==> config.mk <==
export PLATFORM = sky130hd
export DESIGN_NAME = sdrbg_compress
export DESIGN_NICKNAME = d
export VERILOG_FILES = /design/src/rtl/core/sdrbg_pkg.sv /design/src/rtl/core/sdrbg_compress.sv
export SDC_FILE = /design/constraint.sdc
export NUM_CORES = 2
export LEC_CHECK = 0
export ABC_AREA = 1
export BUFFER_PORTS_ARGS = -buffer_cell sky130_fd_sc_hd__buf_2
export CAP_MARGIN = 20
export CORE_MARGIN = 4
export CORE_UTILIZATION = 45
export CTS_BUF_LIST = sky130_fd_sc_hd__clkbuf_8 sky130_fd_sc_hd__clkbuf_16
export DETAILED_ROUTE_END_ITERATION = 10
export PLACE_DENSITY_LB_ADDON = 0.15
export SETUP_SLACK_MARGIN = 0.2
export SLEW_MARGIN = 20
export SYNTH_ARGS = -nofsm -noshare
export SYNTH_HDL_FRONTEND = slang
export SYNTH_SLANG_ARGS = --single-unit
==> constraint.sdc <==
create_clock -name clk -period 21 [get_ports clk]
set_clock_uncertainty 0.2 [all_clocks]
set_input_delay 3.15 -clock clk [delete_from_list [all_inputs] [get_ports clk]]
set_output_delay 3.15 -clock clk [all_outputs]
set_load 0.02 [all_outputs]
==> src/rtl/core/sdrbg_pkg.sv <==
package sdrbg_pkg;

    localparam int WordW  = 64;
    localparam int CntW   = 4;
    localparam int MaskPeriod = 31;

    typedef enum logic
    {
        OP_SEED     = 1'b0,
        OP_GENERATE = 1'b1
    } opcode_t;

    typedef struct packed
    {
        logic         opcode;
        logic [63:0]  seed_word;
        logic [3:0]   seed_bytes;
        logic         seed_last;
    } in_item_t;

    typedef struct packed
    {
        logic [63:0]  random_word;
        logic         word_last;
        logic         not_seeded_error;
    } out_item_t;

    // Start / done handshake between sequencer and compression unit
    typedef struct packed
    {
        logic start;
        logic busy;
        logic done;
    } cmp_ctl_t;

    localparam logic [255:0] InitHash = {
        32'h6a09e667, 32'hbb67ae85, 32'h3c6ef372, 32'ha54ff53a,
        32'h510e527f, 32'h9b05688c, 32'h1f83d9ab, 32'h5be0cd19};

    function automatic logic [31:0] round_k(input logic [5:0] i);
        logic [31:0] k;
        begin
            case (i)
                6'd0:  k = 32'h428a2f98; 6'd1:  k = 32'h71374491;
                6'd2:  k = 32'hb5c0fbcf; 6'd3:  k = 32'he9b5dba5;
                6'd4:  k = 32'h3956c25b; 6'd5:  k = 32'h59f111f1;
                6'd6:  k = 32'h923f82a4; 6'd7:  k = 32'hab1c5ed5;
                6'd8:  k = 32'hd807aa98; 6'd9:  k = 32'h12835b01;
                6'd10: k = 32'h243185be; 6'd11: k = 32'h550c7dc3;
                6'd12: k = 32'h72be5d74; 6'd13: k = 32'h80deb1fe;
                6'd14: k = 32'h9bdc06a7; 6'd15: k = 32'hc19bf174;
                6'd16: k = 32'he49b69c1; 6'd17: k = 32'hefbe4786;
                6'd18: k = 32'h0fc19dc6; 6'd19: k = 32'h240ca1cc;
                6'd20: k = 32'h2de92c6f; 6'd21: k = 32'h4a7484aa;
                6'd22: k = 32'h5cb0a9dc; 6'd23: k = 32'h76f988da;
                6'd24: k = 32'h983e5152; 6'd25: k = 32'ha831c66d;
                6'd26: k = 32'hb00327c8; 6'd27: k = 32'hbf597fc7;
                6'd28: k = 32'hc6e00bf3; 6'd29: k = 32'hd5a79147;
                6'd30: k = 32'h06ca6351; 6'd31: k = 32'h14292967;
                6'd32: k = 32'h27b70a85; 6'd33: k = 32'h2e1b2138;
                6'd34: k = 32'h4d2c6dfc; 6'd35: k = 32'h53380d13;
                6'd36: k = 32'h650a7354; 6'd37: k = 32'h766a0abb;
                6'd38: k = 32'h81c2c92e; 6'd39: k = 32'h92722c85;
                6'd40: k = 32'ha2bfe8a1; 6'd41: k = 32'ha81a664b;
                6'd42: k = 32'hc24b8b70; 6'd43: k = 32'hc76c51a3;
                6'd44: k = 32'hd192e819; 6'd45: k = 32'hd6990624;
                6'd46: k = 32'hf40e3585; 6'd47: k = 32'h106aa070;
                6'd48: k = 32'h19a4c116; 6'd49: k = 32'h1e376c08;
                6'd50: k = 32'h2748774c; 6'd51: k = 32'h34b0bcb5;
                6'd52: k = 32'h391c0cb3; 6'd53: k = 32'h4ed8aa4a;
                6'd54: k = 32'h5b9cca4f; 6'd55: k = 32'h682e6ff3;
                6'd56: k = 32'h748f82ee; 6'd57: k = 32'h78a5636f;
                6'd58: k = 32'h84c87814; 6'd59: k = 32'h8cc70208;
                6'd60: k = 32'h90befffa; 6'd61: k = 32'ha4506ceb;
                6'd62: k = 32'hbef9a3f7; default: k = 32'hc67178f2;
            endcase
            return k;
        end
    endfunction

    function automatic logic [31:0] rotr(input logic [31:0] v, input logic [4:0] n);
        logic [63:0] d;
        begin
            d = {v, v} >> n;
            return d[31:0];
        end
    endfunction

    // Mask byte for a position 0..30, from eight rotated constants
    function automatic logic [7:0] mask_byte(input logic [4:0] pos);
        logic [31:0] acc;
        logic [9:0]  p;
        begin
            p   = {5'd0, pos};
            acc = rotr(32'h428a2f98, 5'((p * 10'd11) % 10'd32))
                ^ rotr(32'h71374491, 5'((p * 10'd13) % 10'd32))
                ^ rotr(32'hb5c0fbcf, 5'((p * 10'd7)  % 10'd32))
                ^ rotr(32'he9b5dba5, 5'((p * 10'd17) % 10'd32))
                ^ rotr(32'h3956c25b, 5'((p * 10'd19) % 10'd32))
                ^ rotr(32'h59f111f1, 5'((p * 10'd23) % 10'd32))
                ^ rotr(32'h923f82a4, 5'((p * 10'd29) % 10'd32))
                ^ rotr(32'hab1c5ed5, 5'((p * 10'd31) % 10'd32));
            return acc[7:0];
        end
    endfunction

    // Mask over a 32-byte digest, byte 0 in the top bits
    function automatic logic [255:0] digest_mask();
        logic [255:0] m;
        begin
            m = '0;
            for (int i = 0; i < 32; i++)
            begin
                m[255 - 8 * i -: 8] = mask_byte(5'(i % MaskPeriod));
            end
            return m;
        end
    endfunction

endpackage

==> src/rtl/core/sdrbg_compress.sv <==
// One SHA-256 compression, one round per cycle on a shared round unit
module sdrbg_compress
(
    input  logic           clk,
    input  logic           rst_n,
    input  logic           start,
    input  logic [255:0]   hash_in,
    input  logic [511:0]   block,
    output logic [255:0]   hash_out,
    output sdrbg_pkg::cmp_ctl_t ctl
);

    logic [31:0]  v_reg [8];
    logic [31:0]  w_reg [16];
    logic [255:0] h_reg;
    logic [5:0]   rnd_reg;
    logic         busy_reg;
    logic         done_reg;

    logic [31:0] wt, t1, t2, s0, s1, wn;

    // Round and schedule logic
    always_comb
    begin
        wt = w_reg[0];
        t1 = v_reg[7]
           + (sdrbg_pkg::rotr(v_reg[4], 5'd6) ^ sdrbg_pkg::rotr(v_reg[4], 5'd11)
              ^ sdrbg_pkg::rotr(v_reg[4], 5'd25))
           + ((v_reg[4] & v_reg[5]) ^ (~v_reg[4] & v_reg[6]))
           + sdrbg_pkg::round_k(rnd_reg) + wt;
        t2 = (sdrbg_pkg::rotr(v_reg[0], 5'd2) ^ sdrbg_pkg::rotr(v_reg[0], 5'd13)
              ^ sdrbg_pkg::rotr(v_reg[0], 5'd22))
           + ((v_reg[0] & v_reg[1]) ^ (v_reg[0] & v_reg[2]) ^ (v_reg[1] & v_reg[2]));
        s0 = sdrbg_pkg::rotr(w_reg[1], 5'd7) ^ sdrbg_pkg::rotr(w_reg[1], 5'd18)
           ^ (w_reg[1] >> 3);
        s1 = sdrbg_pkg::rotr(w_reg[14], 5'd17) ^ sdrbg_pkg::rotr(w_reg[14], 5'd19)
           ^ (w_reg[14] >> 10);
        wn = w_reg[0] + s0 + w_reg[9] + s1;
    end

    always_ff @(posedge clk or negedge rst_n)
    begin
        if (!rst_n)
        begin
            busy_reg <= 1'b0;
            done_reg <= 1'b0;
            rnd_reg  <= '0;
        end
        else
        begin
            done_reg <= 1'b0;
            if (start)
            begin
                busy_reg <= 1'b1;
                rnd_reg  <= '0;
            end
            else if (busy_reg)
            begin
                rnd_reg <= rnd_reg + 6'd1;
                if (rnd_reg == 6'd63)
                begin
                    busy_reg <= 1'b0;
                    done_reg <= 1'b1;
                end
            end
        end
    end

    // Working variables and schedule window
    always_ff @(posedge clk)
    begin
        if (start)
        begin
            h_reg <= hash_in;
            for (int i = 0; i < 8; i++)
            begin
                v_reg[i] <= hash_in[255 - 32 * i -: 32];
            end
            for (int i = 0; i < 16; i++)
            begin
                w_reg[i] <= block[511 - 32 * i -: 32];
            end
        end
        else if (busy_reg)
        begin
            v_reg[0] <= t1 + t2;
            v_reg[1] <= v_reg[0];
            v_reg[2] <= v_reg[1];
            v_reg[3] <= v_reg[2];
            v_reg[4] <= v_reg[3] + t1;
            v_reg[5] <= v_reg[4];
            v_reg[6] <= v_reg[5];
            v_reg[7] <= v_reg[6];
            for (int i = 0; i < 15; i++)
            begin
                w_reg[i] <= w_reg[i + 1];
            end
            w_reg[15] <= wn;
        end
    end

    always_comb
    begin
        for (int i = 0; i < 8; i++)
        begin
            hash_out[255 - 32 * i -: 32] = h_reg[255 - 32 * i -: 32] + v_reg[i];
        end
    end

    assign ctl.start = start;
    assign ctl.busy  = busy_reg;
    assign ctl.done  = done_reg;

endmodule

* Word-level counts from Yosys, hierarchy flattened
Memories as Yosys holds them, arrays and structs flattened.
Cells that the tools add are included.
** Word-level totals
- Flip-flop bits (word level) :: 264
- Memory bits (writable) :: 768
- Bits in read-only memories :: 2048
- Bits of input ports :: 771
- Output and inout bits :: 259
- Logic and storage cells :: 106
- Memories :: 3
** Operators by class
- $add $sub $neg :: 19
- Equal/unequal tests :: 1
- Multiplexer cells :: 37
- Bitwise logic cells :: 41
- Reduce and logical (&&, ||, !) cells :: 1
** Memories
- (name not given) :: words 64, width 32, rd ports 1, clocked after memory_dff 0, wr ports 0, line sdrbg_pkg.sv:43 : case (i)
- w_reg :: words 16, width 32, rd ports 16, clocked after memory_dff 0, wr ports 16, line sdrbg_compress.sv:14 : logic [31:0] w_reg [16];
- v_reg :: words 8, width 32, rd ports 8, clocked after memory_dff 0, wr ports 8, line sdrbg_compress.sv:13 : logic [31:0] v_reg [8];
** Operators with widths (count)
- 32-bit 2-to-1 mux :: 24
- 32-bit adder :: 18
- 32-bit XOR :: 9
- 32-bit AND :: 5
- 32-bit NOT :: 1
- 32-bit by 22-bit XOR with 32-bit output :: 1
- 32-bit by 29-bit XOR with 32-bit output :: 1
- 1-bit bitwise OR :: 24
- 6-bit 2-to-1 mux :: 2
- 1-bit 2-to-1 mux :: 11
- 6-bit by 1-bit adder with 6-bit output, second input constant :: 1
- 6-bit == test, second input constant :: 1
- 2-bit nonzero test :: 1

* Logic depth before layout (Yosys ltp)
- Depth in word-level cells :: 8
- Gate-level depth with buffers :: 48
- Depth with buffers taken out :: 47

* Least setup slack after synthesis
No wires, ideal clock.
- Kind :: input to register
- Start point :: input port start
- End point :: register rnd_reg[2]
- Library setup time :: 0.794 ns
- Arrival :: 18.674 ns
- Data required time :: 20.006 ns
- Path slack :: 1.331 ns
- Stages :: 4
- Buffers on the path :: 1
- Cells stage by stage :: buf_2 nor2_1 inv_1 o21ai_0
** Between the ends
- Cells in the longest elaborated chain, start to end :: 1
- Elaborated cells between the ends (all ways) :: 2
- Those cells by class :: 1 x mux; 1 x reduce/logical
** RTL lines
- start: declaration :: line sdrbg_compress.sv:6 : input logic start,
- 6-bit 2-to-1 mux or 2-bit nonzero test (tied branches)
- end signal: assignment :: line sdrbg_compress.sv:59 : rnd_reg <= rnd_reg + 6'd1;
- end: declaration :: line sdrbg_compress.sv:16 : logic [5:0] rnd_reg;
Parallel ways exist; a longest one is shown, timed or not.
A chain may end at the register's enable or synchronous reset.

==> metrics.txt <==
combinational family with the most area after synthesis=simple AND/OR/NAND/NOR gates; CP bufs+invs=7; Synth Warn #=0; Detail Placement HPWL=262 mm; layout overhead on the synthesized area=15.6%; Yosys cell types=67; clock buffer depth=3; RD Place Congestion=0.994; Max Clk Rate=104 MHz; Reg clk slew, reported paths=0.07 ns; Worst Hold Depth=2; final setup fails=0; Max Cap Viol=0; crit path max fanout=12; Adder-Cell Fraction of Synth Area=0.121; starting density of the core=0.452; max-slew violations=0; post-synthesis cell count=8,723; Place WS=11.70 ns; WHS Endpoint=w_reg[0][404]$_DFFE_PP_; total CTS buffers=116; Hold Crit Start=w_reg[0][436]$_DFFE_PP_; critical path's largest stage delay=0.65 ns; syn avg cell area=8.31 µm²; GR Overflow Total=0; multiplexer share of the synthesized area=0; die height=409 µm; initial antenna violation count=88; minimum clock period=9.59 ns; vias in the first global route=63,500; final critical-path setup slack=11.41 ns; Slew @ Worst Pin=1.14 ns; Die Wd=409 µm; Root Buffer=clkbuf_16; first-pass GRT wire length=446 mm; family with the most delay on the worst path=adder cells; H-tree Lvls=3; antenna-violating nets left=0; vias=66,800; simple-gate share of the synthesized area=0.225; Post-synth ARST share=0.00775; I/O pin total=1,030; R2R setup slack=11.41 ns; TritonRoute pass-1 iters=6; number of synthesized register bits=1,032; Vias/cell=5.59; Synth Area in Compound Gates=0.101; count of input and output buffers=1,029; Routed wire per std cell=26.8 µm; Reg-to-Reg End=v_reg[0][24]$_DFFE_PP_; CTS tree=built; Remaining DRCs=0; R2R depth=36; number of flip-flops in the largest register=512; critical path depth=36; CP max-delay cell=dfrtp_1; post-synthesis xor/xnor area fraction=0.0611; Final Hold Fails=0; post-CTS setup buffers=0; post-synthesis sequential area ratio=0.427; Setup TNS Final=0 ns; Tcrit/Tclk final=0.456; FF-to-FF Start=rnd_reg[0]$_DFFE_PN0P_; synthesized net count=10,100; CP startpoint kind=register; Post-synth top flop=edfxtp_1; Critical Path AT=9.86 ns; status=finished, final reports clean; maximum number of pins on one net before global-route repair=267; Tot GR Track Use=0.367; Netlist Area Pre-Place=0.0725 mm²; Clock Latency Late Sink=0.80 ns; row count=147; crit end category=register; Rel. slew slack=0.234; Sinks on Clock Net=1,032; fraction of layout cells with a size suffix above 1=0.139; CP dominant cell by count=nand2_1; Worst EP required=21.27 ns; crit path kind=register to register; drt total wl=320 mm; post_cts resized=0; unrepaired setup endpoints after global routing=no; fill count=15,500; die area=0.168 mm²; Nets=11,000; EDFF count, synth=1,024; core area=0.160 mm²; Hold/Removal Path Class=register to register; post-cts hold buffer count=0; DRT iter0 DRCs=7,733
[worst max-delay path by stage]
stage,to,start
finish,v_reg[0][24]$_DFFE_PP_,rnd_reg[0]$_DFFE_PN0P_
global route,v_reg[0][24]$_DFFE_PP_,rnd_reg[0]$_DFFE_PN0P_
CTS,v_reg[0][24]$_DFFE_PP_,rnd_reg[0]$_DFFE_PN0P_
detailed placement,v_reg[0][24]$_DFFE_PP_,rnd_reg[0]$_DFFE_PN0P_
global placement,v_reg[0][31]$_DFFE_PP_,rnd_reg[0]$_DFFE_PN0P_
floorplan,rnd_reg[2]$_DFFE_PN0P_,start
[per-layer routing]
metal,global-route usage,share of wire,up-vias
met2,0.589,0.46,3420
met3,0.0635,0.087,623
met5,0,0.00067,-
met4,0.146,0.046,30
met1,0.494,0.41,32200
li1,-,-,30600
[cell families (layout without fill, tap and decap cells)]
logic type | after synthesis | in the layout
AOI/OAI and AO/OA | 1259 | 1259
adders and majority gates | 586 | 586
buffers and inverters | 1227 | 2253
other | 0 | 45
DFF | 1032 | 1032
and+or+nand+nor | 4113 | 4113
xor gates and xnor gates | 506 | 506
[Yosys cell counts (all sizes together) (74+ instances only)]
cell type,n,share of area
clkbuf,187,0.0097
buf,77,0.0053
fa,195,0.054
a21oi,461,0.033
nor3,74,0.0052
inv,961,0.050
xnor2,212,0.026
xor2,294,0.036
edfxtp,1024,0.42
ha,390,0.067
nand2,3238,0.17
nor2,428,0.023
nand3,257,0.018
o21ai,479,0.034
[layout make-up]
cell class | instances | area [µm²] | share of cell area
Antenna cell | 45 | 113 | 0.00134
Clock buffer | 116 | 2900 | 0.0346
Clock inverter | 100 | 1070 | 0.0128
Inverter | 963 | 3640 | 0.0434
Multi-Input combinational cell | 6464 | 36900 | 0.440
Sequential cell | 1032 | 30900 | 0.369
Tap cell | 2160 | 2700 | 0.0322
Timing Repair Buffer | 1074 | 5600 | 0.0668
[worst reg2reg max path: cells and delay by family (launching register included)]
| kind | cells | cell delay, ns |
|---|---|---|
| buffers and inverters | 7 | 1.20 |
| AND/OR/NAND/NOR | 15 | 1.69 |
| XOR/XNOR | 1 | 0.49 |
| adder cells (fa/ha/maj) | 8 | 3.64 |
| AO/OA/AOI/OAI | 5 | 1.38 |
| flip-flops | 1 | 0.65 |
[layout by cell type (no fill, tap or decap), types with 15 or more instances in the layout]
cell type,n
nand2_1,3227
buf_2,1028
edfxtp_1,1024
inv_1,959
a21oi_1,439
o21ai_0,429
nor2_1,420
ha_1,390
xor2_1,294
nand3_1,252
xnor2_1,212
fa_1,195
clkbuf_16,116
nor3_1,72
nand4_1,55
a21o_1,49
diode_2,45
a31oi_1,44
o21ai_1,39
buf_4,37
clkinv_1,29
o21bai_1,27
o21a_1,26
o31ai_1,25
a21oi_2,21
nand3b_1,21
o211ai_1,20
a221oi_1,19
o221ai_1,16
a211oi_1,16
inv_2,15
bufinv_16,15
[metrics by stage]
stage               cell area (µm²)  hold WS (ns)  cells   util
CTS                           83700         0.263  11900  0.522
finish                        83800         0.264  12000  0.523
global route                  83800         0.296  11900  0.522
detailed placement            79700         0.297  11700  0.497
floorplan                     72500         0.287   8723      -
global placement              79700         0.291  11700  0.497
Power is not shown: default switching activity piles up to over one toggle a cycle in this logic, so the estimate is an artifact.
